`config.mk`:
```
export PLATFORM = sky130hd
export DESIGN_NAME = load_store_decode_agen_unit
export DESIGN_NICKNAME = d
export VERILOG_FILES = /design/src/rtl/lsda_pkg.sv /design/src/rtl/lsda_decode.sv /design/src/rtl/load_store_decode_agen_unit.sv
export SDC_FILE = /design/constraint.sdc
export NUM_CORES = 1
export LEC_CHECK = 0
export BUFFER_PORTS_ARGS = -buffer_cell sky130_fd_sc_hd__buf_2
export CAP_MARGIN = 15
export CORE_MARGIN = 1
export CORE_UTILIZATION = 50
export CTS_BUF_LIST = sky130_fd_sc_hd__clkbuf_8
export CTS_CLUSTER_DIAMETER = 200
export DETAILED_ROUTE_END_ITERATION = 7
export PLACE_DENSITY = 0.72
export SYNTH_ARGS = -nofsm -noshare
export SYNTH_HDL_FRONTEND = slang
export SYNTH_HIERARCHICAL = 1
export SYNTH_SLANG_ARGS = --single-unit
```
`constraint.sdc`:
```
create_clock -name i_clk -period 10.3 [get_ports i_clk]
set_input_delay 2.575 -clock i_clk [delete_from_list [all_inputs] [get_ports i_clk]]
set_output_delay 2.575 -clock i_clk [all_outputs]
set_load 0.1 [all_outputs]
```
`src/rtl/lsda_pkg.sv`:
```
`timescale 1ns / 1ps

package lsda_pkg;

    localparam int NUM_GROUPS = 25;
    localparam logic [4:0] GROUP_NONE = 5'd25;

    // result status codes
    localparam logic [2:0] ST_OK     = 3'd0;
    localparam logic [2:0] ST_PRFM   = 3'd1;
    localparam logic [2:0] ST_FAIL   = 3'd2;
    localparam logic [2:0] ST_HANDOFF = 3'd3;
    localparam logic [2:0] ST_NOIMPL = 3'd4;

    localparam logic [4:0] REG_SP = 5'd31;

    typedef enum logic [1:0] {
        KIND_NOIMPL  = 2'd0,
        KIND_HANDOFF = 2'd1,
        KIND_IMM     = 2'd2,
        KIND_UNPRIV  = 2'd3
    } t_kind;

    localparam logic [31:0] GRP_MASK [NUM_GROUPS] = '{
        32'hB5A00000, 32'hB5BF0000, 32'hB5A00000, 32'hB59F0000, 32'hB5800000,
        32'hF5200000, 32'hB5A00000, 32'h35A00000, 32'h35A00000, 32'h35A00000,
        32'h35200C00, 32'h31000000, 32'h31200C00, 32'h31800000, 32'h31800000,
        32'h31800000, 32'h31800000, 32'h31200C00, 32'h31200C00, 32'h31200C00,
        32'h31200C00, 32'h31200C00, 32'h31200C00, 32'h31200400, 32'h31000000
    };

    localparam logic [31:0] GRP_CODE [NUM_GROUPS] = '{
        32'h00200000, 32'h04000000, 32'h04800000, 32'h05000000, 32'h05800000,
        32'hD1200000, 32'h80200000, 32'h00000000, 32'h00800000, 32'h00A00000,
        32'h11000000, 32'h10000000, 32'h10000400, 32'h20000000, 32'h20800000,
        32'h21000000, 32'h21800000, 32'h30000000, 32'h30000400, 32'h30000800,
        32'h30000C00, 32'h30200000, 32'h30200800, 32'h30200400, 32'h31000000
    };

    localparam t_kind GRP_KIND [NUM_GROUPS] = '{
        KIND_NOIMPL,  KIND_NOIMPL,  KIND_NOIMPL,  KIND_HANDOFF, KIND_HANDOFF,
        KIND_NOIMPL,  KIND_NOIMPL,  KIND_NOIMPL,  KIND_NOIMPL,  KIND_NOIMPL,
        KIND_NOIMPL,  KIND_NOIMPL,  KIND_NOIMPL,  KIND_HANDOFF, KIND_HANDOFF,
        KIND_HANDOFF, KIND_HANDOFF, KIND_IMM,     KIND_IMM,     KIND_UNPRIV,
        KIND_IMM,     KIND_NOIMPL,  KIND_HANDOFF, KIND_NOIMPL,  KIND_IMM
    };

    typedef struct packed {
        logic [31:0] instr_word;
        logic [63:0] base_value;
    } t_in;

    typedef struct packed {
        logic [4:0]  group;
        logic [2:0]  status;
        logic [63:0] access_address;
        logic [3:0]  access_bytes;
        logic        store_op;
        logic        sign_extend;
        logic        dest_is_32;
        logic [4:0]  data_reg;
        logic [4:0]  base_reg;
        logic        writeback_enable;
        logic [63:0] writeback_value;
    } t_out;

endpackage

```
`src/rtl/lsda_decode.sv`:
```
`timescale 1ns / 1ps

module lsda_decode (
    input  lsda_pkg::t_in  i_item,
    output lsda_pkg::t_out o_result
);

    logic [31:0]      w;
    logic [63:0]      base;
    logic [1:0]       size;
    logic [1:0]       opc;
    logic [4:0]       rn;
    logic [4:0]       rt;
    logic [4:0]       grp;
    lsda_pkg::t_kind  kind;
    logic             hit;
    logic [2:0]       status;
    logic             ok;
    logic             st;
    logic             sx;
    logic             d32;
    logic             wback;
    logic             post;
    logic             use_imm12;
    logic [63:0]      simm9;
    logic [63:0]      uimm;
    logic [63:0]      offset;
    logic [63:0]      sum;
    logic [3:0]       bytes;
    logic             en;

    assign w    = i_item.instr_word;
    assign base = i_item.base_value;
    assign size = w[31:30];
    assign opc  = w[23:22];
    assign rn   = w[9:5];
    assign rt   = w[4:0];

    // first match wins: scan from the top so the lowest index is kept
    always_comb begin
        grp  = lsda_pkg::GROUP_NONE;
        kind = lsda_pkg::KIND_NOIMPL;
        hit  = 1'b0;
        for (int i = lsda_pkg::NUM_GROUPS - 1; i >= 0; i--) begin
            if ((w & lsda_pkg::GRP_MASK[i]) == lsda_pkg::GRP_CODE[i]) begin
                grp  = 5'(i);
                kind = lsda_pkg::GRP_KIND[i];
                hit  = 1'b1;
            end
        end
    end

    always_comb begin
        status    = lsda_pkg::ST_FAIL;
        ok        = 1'b0;
        st        = 1'b0;
        sx        = 1'b0;
        d32       = 1'b0;
        wback     = 1'b0;
        post      = 1'b0;
        use_imm12 = 1'b0;
        if (hit) begin
            case (kind)
                lsda_pkg::KIND_NOIMPL: begin
                    status = lsda_pkg::ST_NOIMPL;
                end
                lsda_pkg::KIND_HANDOFF: begin
                    status = lsda_pkg::ST_HANDOFF;
                end
                lsda_pkg::KIND_UNPRIV: begin
                    ok = !w[26];
                    if (!opc[1]) begin
                        st  = !opc[0];
                        d32 = opc[0] && (size != 2'd3);
                    end else if (!opc[0]) begin
                        if (size == 2'd3) ok = 1'b0;
                        sx = 1'b1;
                    end else begin
                        if (size[1]) ok = 1'b0;
                        sx  = 1'b1;
                        d32 = 1'b1;
                    end
                    if (ok) status = lsda_pkg::ST_OK;
                end
                lsda_pkg::KIND_IMM: begin
                    if (w[26]) begin
                        status = lsda_pkg::ST_HANDOFF;
                    end else begin
                        use_imm12 = w[24];
                        wback     = !w[24] && w[10];
                        post      = !w[24] && w[10] && !w[11];
                        ok        = 1'b1;
                        if (!opc[1]) begin
                            st  = !opc[0];
                            d32 = opc[0] && (size != 2'd3);
                        end else if (size == 2'd3) begin
                            ok = 1'b0;
                            // prefetch only in unsigned offset and unscaled forms
                            if (!opc[0] && (w[24] || (w[11:10] == 2'b00)))
                                status = lsda_pkg::ST_PRFM;
                        end else begin
                            if (size == 2'd2 && opc[0]) ok = 1'b0;
                            sx  = 1'b1;
                            d32 = opc[0];
                        end
                        if (ok && wback && (rn == rt) && (rn != lsda_pkg::REG_SP))
                            ok = 1'b0;
                        if (ok) status = lsda_pkg::ST_OK;
                    end
                end
                default: begin
                    status = lsda_pkg::ST_FAIL;
                end
            endcase
        end
    end

    // single shared adder for every addressing form
    assign simm9  = {{55{w[20]}}, w[20:12]};
    assign uimm   = 64'({w[21:10], 3'b000}) >> (2'd3 - size);
    assign offset = use_imm12 ? uimm : simm9;
    assign sum    = base + offset;

    always_comb begin
        case (size)
            2'd0:    bytes = 4'd1;
            2'd1:    bytes = 4'd2;
            2'd2:    bytes = 4'd4;
            default: bytes = 4'd8;
        endcase
    end

    assign en = (status == lsda_pkg::ST_OK);

    always_comb begin
        o_result.group            = grp;
        o_result.status           = status;
        o_result.access_address   = en ? (post ? base : sum) : 64'd0;
        o_result.access_bytes     = en ? bytes : 4'd0;
        o_result.store_op         = en && st;
        o_result.sign_extend      = en && sx && !st;
        o_result.dest_is_32       = en && d32 && !st;
        o_result.data_reg         = en ? rt : 5'd0;
        o_result.base_reg         = en ? rn : 5'd0;
        o_result.writeback_enable = en && wback;
        o_result.writeback_value  = (en && wback) ? sum : 64'd0;
    end

endmodule

```
`src/rtl/load_store_decode_agen_unit.sv`:
```
`timescale 1ns / 1ps

// channel    direction  handshake                   payload
// command    in         i_start high, o_busy low    i_item   (lsda_pkg::t_in)
// result     out        o_done strobe, one cycle    o_result (lsda_pkg::t_out)
//
// one transaction per cycle; each result shows o_done once it has passed both registers
// latency is set by the input register and the result register around the decoder
// o_busy stays low: nothing in the decoder iterates or holds state between items
// synchronous active-low reset clears the two valid flags only
// the receiver cannot stall: o_done is high for a single cycle per result, o_result holds until the next

module load_store_decode_agen_unit (
    input  logic           i_clk,
    input  logic           i_rst_n,
    input  logic           i_start,
    output logic           o_busy,
    input  lsda_pkg::t_in  i_item,
    output logic           o_done,
    output lsda_pkg::t_out o_result
);

    // input stage
    logic           r_in_vld;
    logic           n_in_vld;
    lsda_pkg::t_in  r_in;
    lsda_pkg::t_in  n_in;

    // result stage
    logic           r_out_vld;
    logic           n_out_vld;
    lsda_pkg::t_out r_out;
    lsda_pkg::t_out n_out;

    // decoder output for the item held in the input stage
    lsda_pkg::t_out dec_result;

    // decode is a single pass, so a new transaction can be taken every cycle
    assign o_busy = 1'b0;

    always_comb begin
        n_in_vld  = i_start && !o_busy;
        n_in      = n_in_vld ? i_item : r_in;
        n_out_vld = r_in_vld;
        n_out     = r_in_vld ? dec_result : r_out;
    end

    always_ff @(posedge i_clk) begin
        if (!i_rst_n) begin
            r_in_vld  <= 1'b0;
            r_out_vld <= 1'b0;
        end else begin
            r_in_vld  <= n_in_vld;
            r_out_vld <= n_out_vld;
        end
    end

    // payload registers carry no reset
    always_ff @(posedge i_clk) begin
        r_in  <= n_in;
        r_out <= n_out;
    end

    // group match, status, size and one 64-bit address add
    lsda_decode u_decode (
        .i_item   (r_in),
        .o_result (dec_result)
    );

    assign o_done   = r_out_vld;
    assign o_result = r_out;

endmodule

```
==> results of run 1 <==
per-stage QoR:
step                worst slack, ps   util  total power [W]  area, um^2  hold slack, ps
floorplan                      5540      -          0.00183       14500             541
global placement               4970  0.564          0.00197       15900             547
detailed placement             4900  0.564          0.00197       15900             560
CTS                            4860  0.593          0.00285       16700             569
global route                   4320  0.593          0.00294       16700             607
finish                         4680  0.593          0.00283       16700             572
final cells by class:
type	instances	area, um^2
fill	2407	11500
sequential	250	7490
multi-input combinational	1046	6490
timing repair buffer	264	1360
clock buffer	43	592
tap	378	473
clock inverter	33	223
inverter	20	75.1
routing by layer:
layer	track usage	vias to the layer above	wire length, um
li1	-	5735	-
met1	0.382	5813	18100
met2	0.433	566	18800
met3	0.0593	89	3430
met4	0.0931	0	1260
met5	0	-	0
worst paths after layout:
| path | slack [ps] | startpoint | endpoint | depth (start not counted) |
|---|---|---|---|---|
| worst min register to register | 570 | r_in[69] | o_result[65] | 1 |
| worst max register to register | 4680 | r_in[88] | o_result[140] | 15 |
| worst max-delay path | 4680 | r_in[88] | o_result[140] | 15 |
| worst min-delay path | 570 | r_in[69] | o_result[65] | 1 |
cells in the final DEF, fill, tap and decap left out, drive strengths merged, types with 23 or more instances in the layout:
cell and n:
nand2 118, nand3 47, mux2i 29, o21ai 81, or3 34, clkbuf 43
buf 264, a21oi 99, edfxtp 248, xnor2 40, nor2 184, inv 36
xor2 36, nor3 43, nand4 23, and2 26
worst reg2reg max path, stage by stage, from the launching register on:
cell and delay (ps):
edfxtp_1 760, nand4b_1 160, buf_4 320, nand2_1 120
buf_4 540, o21ai_0 330, ha_1 440, nand2_1 70
o21ai_1 260, o211ai_1 220, a21oi_1 570, o211ai_1 370
a2111oi_2 520, mux2i_1 200, or3_1 410, a21oi_1 170
registers in the layout, indices dropped and copies added (netlist names):
name / flops
o_result: 154
r_in: 94
n_out_vld: 1
o_done: 1
report_power, final:
group | internal (W) | switching (W)
Combinational | 0.000161 | 0.000524
Sequential | 0.00120 | 0.0000830
Clock | 0.000466 | 0.000398
==> metrics.csv, run 1 <==
stage;metric;value;unit
sta;final hold vios;0;
floorplan;I/O pin cnt;255;
cts;CTS Sinks;250;
routing;post-route ant nets;0;
cts;CTS resizes;0;
setup_path;worst path cell trace;nand4b_1 -> buf_4 -> nand2_1 -> buf_4 -> o21ai_0 -> ha_1 -> nand2_1 -> o21ai_1 -> o211ai_1 -> a21oi_1 -> o211ai_1 -> a2111oi_2 -> mux2i_1 -> or3_1 -> a21oi_1;
global_route;GRT overflow;0;
cts;setup bufs post-CTS;0;
setup_path;startpoint types;flip-flop;
power_and_ir_drop;Leak;5.76;nW
global_route;vias in the first global route;11300;
global_route;total track usage;0.277;
setup_path;CP Data Required Time;10690;ps
cts;clk root buf;clkbuf_8;
sta;crit path time final;5620;ps
sta;post-route clock skew;36.5;ps
sta;final setup vio count;0;
setup_path;CP max-delay cell;edfxtp_1;
synthesis;Mapped Area;14500;um^2
floorplan;DIE AREA;29700;um^2
setup_path;Max FO, Critical Path;55;
global_route;antenna violations before repair;0;
setup_path;worst stage delay on the critical path;760;ps
setup_path;crit end category;flip-flop;
power_and_ir_drop;Power Density;169;nW/um^2
cts;Clk Latency, worst-skew pair;560;ps
routing;DRT Pass-1 Iters;6;
power_and_ir_drop;maximum vdd ir drop;141;uV
routing;initial drt markers;1155;
final_layout;share of cells above drive strength 1;0.229;
routing;Remaining DRCs;0;
final_layout;synthesis-to-finish area growth;15.1;%
placement;GP Congestion;0.916;
cts;CTS buffer count;42;
floorplan;area of the core;28200;um^2
routing;final wirelength;41500;um
sta;RSZ-0062 raised after global routing;false;
synthesis;yosys warns;6;
sta;max frequency;178;MHz
floorplan;Initial Util;0.515;
sta;period utilisation layout;0.546;
sta;sum of negative setup slack;0;ps
floorplan;row count;61;
job;MaxCap Viol Count;0;
global_route;largest net degree at the start of global routing;72;
global_route;first-pass GRT wire length;62800;um
sta;Max transition margin;0.283;
cts;CTS tree;done;
outcome;status;completed;
setup_path;critical path arrival;6020;ps
placement;Port Buffer Count;251;
floorplan;die height;172;um
cts;CTS max path bufs;3;
cts;CTS Hold Bufs;0;
cts;Clk pin slew, worst setup/hold paths;60;ps
synthesis;post-synthesis cell count;1425;
routing;WL per Instance;20.4;um
routing;via count;12200;
worst_hold_path;Hold Crit Class;flip-flop to flip-flop;
final_layout;Nets;1744;
placement;hpwl dp;29000;um
final_layout;post-route insts no fill;2034;
cts;H-tree depth;2;
synthesis;Mean Syn Cell Area;10.2;um^2
floorplan;Die X;172;um
setup_path;delay-heaviest family, CP;compound AO/OA/AOI/OAI gates;
final_layout;Antenna diodes;0;
synthesis;Mapped Nets;1545;
routing;via density per instance;6.00;
setup_path;CP Buf/Inv Count;2;
placement;Placed Cells;1958;
sta;Slew @ Worst Pin;1080;ps
setup_path;CP Class;flip-flop to flip-flop;
sta;Slew Viols, Final;0;
No activity file was read; power rests on OpenSTA's default activity.
==> run 2: changes to the inputs <==
--- a/config.mk
+++ b/config.mk
@@ -5,6 +5,7 @@
 export SDC_FILE = /design/constraint.sdc
 export NUM_CORES = 1
 export LEC_CHECK = 0
+export ABC_AREA = 1
 export BUFFER_PORTS_ARGS = -buffer_cell sky130_fd_sc_hd__buf_2
 export CAP_MARGIN = 15
 export CORE_MARGIN = 1
@@ -12,7 +13,7 @@
 export CTS_BUF_LIST = sky130_fd_sc_hd__clkbuf_8
 export CTS_CLUSTER_DIAMETER = 200
 export DETAILED_ROUTE_END_ITERATION = 7
-export PLACE_DENSITY = 0.72
+export PLACE_DENSITY = 0.75
 export SYNTH_ARGS = -nofsm -noshare
 export SYNTH_HDL_FRONTEND = slang
 export SYNTH_HIERARCHICAL = 1
==> constraint.sdc (replaced) <==
create_clock -name i_clk -period 4.91 [get_ports i_clk]
set_input_delay 1.2275 -clock i_clk [delete_from_list [all_inputs] [get_ports i_clk]]
set_output_delay 1.2275 -clock i_clk [all_outputs]
set_load 0.1 [all_outputs]
==> metrics.csv, run 2 <==
stage;metric;value;unit;change
outcome;status;completed;;unchanged
placement;Cell Area, Placed;16400;um^2;was 15900 um^2
final_layout;fin area;17200;um^2;was 16700 um^2
sta;crit path time final;4550;ps;was 5620 ps
cts;Clk Latency, worst-skew pair;570;ps;was 560 ps
routing;final wirelength;44800;um;was 41500 um
sta;Slew @ Worst Pin;892;ps;was 1080 ps
synthesis;post-synthesis cell count;1773;;was 1425
routing;WL per Instance;18.3;um;was 20.4 um
setup_path;CP max-delay cell;edfxtp_1;;unchanged
synthesis;Mapped Nets;1893;;was 1545
setup_path;Max FO, Critical Path;15;;was 55
routing;DRT Pass-1 Iters;5;;was 6
sta;max frequency;220;MHz;was 178 MHz
cts;CTS buffer count;42;;unchanged
floorplan;area of the core;28900;um^2;was 28200 um^2
final_layout;synthesis-to-finish area growth;16.2;%;was 15.1%
placement;GP Congestion;1.00;;was 0.916
synthesis;Mean Syn Cell Area;8.36;um^2;was 10.2 um^2
floorplan;Die X;174;um;was 172 um
final_layout;share of cells above drive strength 1;0.198;;was 0.229
floorplan;Initial Util;0.512;;was 0.515
sta;sum of negative setup slack;0;ps;unchanged
setup_path;CP Depth;27;;was 15
cts;CTS tree;done;;unchanged
synthesis;Mapped Area;14800;um^2;was 14500 um^2
setup_path;worst stage delay on the critical path;530;ps;was 760 ps
setup_path;reg2reg start;r_in[88];;unchanged
worst_hold_path;Hold Crit Class;flip-flop to flip-flop;;unchanged
routing;post-route ant nets;0;;unchanged
cts;H-tree depth;2;;unchanged
setup_path;CP Data Required Time;5240;ps;was 10690 ps
setup_path;CP Class;flip-flop to flip-flop;;unchanged
global_route;total track usage;0.296;;was 0.277
setup_path;critical path arrival;4880;ps;was 6020 ps
setup_path;flop2flop setup slack;360;ps;was 4680 ps
setup_path;delay-heaviest family, CP;simple AND/OR/NAND/NOR gates;;was compound AO/OA/AOI/OAI gates
setup_path;CP Buf/Inv Count;3;;was 2
floorplan;I/O pin cnt;255;;unchanged
sta;final hold vios;0;;unchanged
setup_path;FF-to-FF End;o_result[143];;was o_result[140]
setup_path;CP startpoint;r_in[88];;unchanged
final_layout;commonest non-fill, non-tap cell in the layout;nand2_1;;was buf_2
power_and_ir_drop;Leak;7.71;nW;was 5.76 nW
final_layout;Nets;2149;;was 1744
sta;Max transition margin;0.405;;was 0.283
placement;hpwl dp;33600;um;was 29000 um
sta;final setup vio count;0;;unchanged
power_and_ir_drop;maximum vdd ir drop;332;uV;was 141 uV
setup_path;crit end category;flip-flop;;unchanged
cts;clk root buf;clkbuf_8;;unchanged
job;MaxCap Viol Count;0;;unchanged
setup_path;path depth of the worst reg2reg path;27;;was 15
sta;period utilisation layout;0.927;;was 0.546
power_and_ir_drop;Power Density;369;nW/um^2;was 169 nW/um^2
routing;initial drt markers;1347;;was 1155
setup_path;worst setup path end;o_result[143];;was o_result[140]
routing;via density per instance;5.48;;was 6.00
setup_path;startpoint types;flip-flop;;unchanged
placement;Port Buffer Count;251;;unchanged
routing;via count;13400;;was 12200
sta;post-route clock skew;38.4;ps;was 36.5 ps
floorplan;row count;62;;was 61
global_route;largest net degree at the start of global routing;88;;was 72
final_layout;max reg flops;154;;unchanged
global_route;antenna violations before repair;9;;was 0
routing;Remaining DRCs;0;;unchanged
synthesis;yosys warns;6;;unchanged
floorplan;die height;174;um;was 172 um
global_route;GRT overflow;0;;unchanged
sta;Slew Viols, Final;0;;unchanged
cts;Clk pin slew, worst setup/hold paths;70;ps;was 60 ps
global_route;first-pass GRT wire length;69600;um;was 62800 um
floorplan;DIE AREA;30300;um^2;was 29700 um^2
cts;CTS max path bufs;3;;unchanged
global_route;vias in the first global route;12700;;was 11300
cts;CTS Sinks;250;;unchanged
final_layout;commonest non-fill, non-tap cells in the layout;nand2_1, buf_2, edfxtp_1;;was buf_2, edfxtp_1, nor2_1
run 2: worst min path at each step:
stage	start	endpoint	cells past startpoint
3_3_place_gp	r_in[73]	o_result[69]	2
4_1_cts	r_in[69]	o_result[65]	2
3_5_place_dp	r_in[73]	o_result[69]	2
2_1_floorplan	r_in[73]	o_result[69]	2
6_report	r_in[73]	o_result[69]	2
5_1_grt	r_in[69]	o_result[65]	2
run 2: metrics by stage:
step / utilization / std cells / worst slack, ps / power [W] / hold WS [ps]
floorplan: - / 1773 / 720 / 0.00419 / 540
global placement: 0.567 / 2368 / 263 / 0.00461 / 571
detailed placement: 0.567 / 2368 / 132 / 0.00463 / 585
CTS: 0.594 / 2441 / 45.9 / 0.00638 / 588
global route: 0.595 / 2444 / -0.620 / 0.00664 / 640
finish: 0.595 / 2448 / 361 / 0.00636 / 592
run 2: repair_timing:
action,CTS,global route
setup buffers,0,1
setup endpoints to repair,0,50
hold buffers,0,0
resized for setup,0,8
run 2: layout make-up:
class                   instances  area (um^2)
inverters                     245          927
diodes                          6         15.0
multi-input cells            1215         6070
well taps                     384          480
clock inverters                30          178
clock buffers                  43          592
repair buffers                275         1470
fillers                      2618        11700
flip-flops and latches        250         7490
run 2: worst register-to-register path, delay by kind of cell (launching register included):
kind            cells  cell delay, ps
buf+inv             3             190
fa+ha+maj           1             380
compound gates      3             470
simple gates       20            2750
flops               1             530
run 2: layer usage:
| layer | GRT usage | routed length, um | vias to the layer above |
|---|---|---|---|
| met2 | 0.482 | 21000 | 606 |
| li1 | - | - | 6502 |
| met4 | 0.109 | 1330 | 6 |
| met1 | 0.383 | 18200 | 6217 |
| met5 | 0 | 44 | - |
| met3 | 0.0704 | 4250 | 88 |
run 2: report_power, final:
group | internal, W | total (W) | switching [W]
registers | 0.00254 | 0.00267 | 0.000131
logic | 0.000428 | 0.00195 | 0.00153
clock network | 0.000878 | 0.00173 | 0.000853
==> run 3: changes to the inputs <==
--- a/config.mk
+++ b/config.mk
@@ -13,6 +13,7 @@
 export CTS_BUF_LIST = sky130_fd_sc_hd__clkbuf_8
 export CTS_CLUSTER_DIAMETER = 200
 export DETAILED_ROUTE_END_ITERATION = 7
+export GPL_TIMING_DRIVEN = 0
 export PLACE_DENSITY = 0.75
 export SYNTH_ARGS = -nofsm -noshare
 export SYNTH_HDL_FRONTEND = slang
==> metrics.csv, run 3 (synthesized netlist as in run 2, its figures left out) <==
stage;metric;value;unit;change
routing;via density per instance;5.66;;was 5.48
setup_path;crit-path most repeated cell;nand2_1;;
setup_path;path depth of the worst reg2reg path;29;;was 27
power_and_ir_drop;Leak;7.80;nW;was 7.71 nW
worst_hold_path;Endpoint, Worst Hold;o_result[68];;was o_result[69]
sta;period utilisation layout;0.932;;was 0.927
power_and_ir_drop;Power Density;369;nW/um^2;about the same
cts;CTS Hold Bufs;0;;unchanged
setup_path;CP max-delay cell;edfxtp_1;;unchanged
final_layout;Nets;2192;;was 2149
final_layout;synthesis-to-finish area growth;17.9;%;was 16.2%
sta;final setup vio count;0;;unchanged
setup_path;CP Class;flip-flop to flip-flop;;unchanged
global_route;GR Layer Usage met3;0.0763;;was 0.0704
final_layout;commonest non-fill, non-tap cells in the layout;nand2_1, buf_2, edfxtp_1;;unchanged
routing;WL per Instance;20.6;um;was 18.3 um
cts;CTS tree;done;;unchanged
cts;CTS buffer count;40;;was 42
routing;initial drt markers;1644;;was 1347
placement;Port Buffer Count;251;;unchanged
global_route;vias in the first global route;13400;;was 12700
setup_path;CP Data Required Time;5230;ps;was 5240 ps
routing;via count;14100;;was 13400
sta;max frequency;219;MHz;was 220 MHz
worst_hold_path;WHS Path Cells;2;;unchanged
cts;Clk pin slew, worst setup/hold paths;60;ps;was 70 ps
setup_path;reg2reg start;r_in[93];;was r_in[88]
routing;final wirelength;51300;um;was 44800 um
cts;CTS Sinks;250;;unchanged
setup_path;worst stage delay on the critical path;430;ps;was 530 ps
global_route;first-pass GRT wire length;76600;um;was 69600 um
cts;Clk Latency, worst-skew pair;570;ps;about the same
global_route;largest net degree at the start of global routing;76;;was 88
global_route;antenna violations before repair;7;;was 9
global_route;total track usage;0.337;;was 0.296
floorplan;DIE AREA;30300;um^2;unchanged
routing;post-route ant nets;0;;unchanged
final_layout;Layout fillers;2665;;was 2618
setup_path;startpoint types;flip-flop;;unchanged
sta;Slew Viols, Final;0;;unchanged
sta;final hold vios;0;;unchanged
placement;hpwl dp;40000;um;was 33600 um
power_and_ir_drop;PnR Total Power;0.00645;W;was 0.00636 W
routing;Remaining DRCs;0;;unchanged
setup_path;crit end category;flip-flop;;unchanged
sta;RSZ-0062 raised after global routing;false;;
setup_path;FF-to-FF End;o_result[142];;was o_result[143]
job;MaxCap Viol Count;0;;unchanged
setup_path;flop2flop setup slack;340;ps;was 360 ps
global_route;GRT overflow;0;;unchanged
final_layout;commonest non-fill, non-tap cell in the layout;nand2_1;;unchanged
outcome;status;completed;;unchanged
setup_path;critical path arrival;4890;ps;was 4880 ps
floorplan;I/O pin cnt;255;;unchanged
cts;H-tree depth;2;;unchanged
global_route;M2 GR Usage;0.546;;was 0.482
sta;post-route clock skew;18.0;ps;was 38.4 ps
sta;Slew @ Worst Pin;989;ps;was 892 ps
setup_path;Max FO, Critical Path;10;;was 15
final_layout;max reg flops;154;;unchanged
floorplan;die height;174;um;unchanged
sta;Max transition margin;0.336;;was 0.405
floorplan;row count;62;;unchanged
cts;CTS max path bufs;3;;unchanged
global_route;Top Usage Layer GRT;met2;;unchanged
floorplan;Initial Util;0.512;;unchanged
worst_hold_path;Hold Crit Class;flip-flop to flip-flop;;unchanged
worst_hold_path;worst hold path startpoint;r_in[72];;was r_in[73]
placement;GP Congestion;1.06;;was 1.00
global_route;global-route track usage on met1;0.437;;was 0.383
final_layout;post-layout util;0.604;;was 0.595
routing;DRT Pass-1 Iters;8;;was 5
floorplan;area of the core;28900;um^2;unchanged
cts;clk root buf;clkbuf_8;;unchanged
sta;crit path time final;4570;ps;was 4550 ps
floorplan;Die X;174;um;unchanged
final_layout;share of cells above drive strength 1;0.199;;was 0.198
power_and_ir_drop;maximum vdd ir drop;278;uV;was 332 uV
[run 3: critical path: cells and delay by family, from the launching register on]
kind / cells / cell delay, ps
AOI/OAI and AO/OA: 4 / 660
DFF: 1 / 430
buffers and inverters: 5 / 560
and+or+nand+nor: 18 / 2010
adders and majority gates: 2 / 660
[run 3: timing repair]
| item | 4_1_cts | 5_1_grt |
|---|---|---|
| setup endpoints to repair | 59 | 63 |
| endpoints found under the hold margin | 0 | 0 |
| setup buffers | 0 | 3 |
| pin swaps | 0 | 0 |
| gates resized for setup | 8 | 11 |
[run 3: power by group]
group          internal, W  total (W)  switching (W)
clock             0.000930    0.00174       0.000806
combinational     0.000444    0.00205        0.00160
sequential         0.00254    0.00266       0.000125
total              0.00391    0.00645        0.00253
[run 3: through the flow]
step | hold slack (ps) | TNS, ps | cell area (um^2) | instances | setup WS, ps
floorplan | 540 | 0 | 14800 | 1773 | 720
global placement | 573 | -94540 | 16600 | 2408 | -570
detailed placement | 586 | -9530 | 16600 | 2411 | -389
CTS | 611 | 0 | 17400 | 2476 | 14.1
global route | 641 | 0 | 17500 | 2480 | 9.25
finish | 606 | 0 | 17500 | 2483 | 336
[run 3: layout make-up]
type                       instances  area (um^2)  area share
clock inverter                    24          188      0.0107
multi-input combinational       1215         6090       0.349
inverter                         245          927      0.0531
tap                              384          480      0.0275
sequential                       250         7490       0.429
clock buffer                      41          564      0.0323
antenna                            4         10.0    0.000573
buffer                            63          358      0.0205
timing repair buffer             257         1360      0.0776
[run 3: worst max path at each step]
| stage | startpoint | endpoint | slack [ps] | cells after the start |
|---|---|---|---|---|
| 3_5_place_dp | r_in[85] | o_result[143] | -390 | 26 |
| 4_1_cts | r_in[93] | o_result[143] | 10 | 28 |
| 3_3_place_gp | n_out_vld | o_result[23] | -570 | 0 |
| 5_1_grt | r_in[93] | o_result[139] | 9 | 26 |
| 2_1_floorplan | n_out_vld | o_result[0] | 720 | 0 |
| 6_report | r_in[93] | o_result[142] | 340 | 29 |
[run 3: routing by layer]
metal	vias up	routed length, um
li1	6577	-
met3	136	5180
met4	6	1930
met5	-	35
met1	6551	20500
met2	787	23600
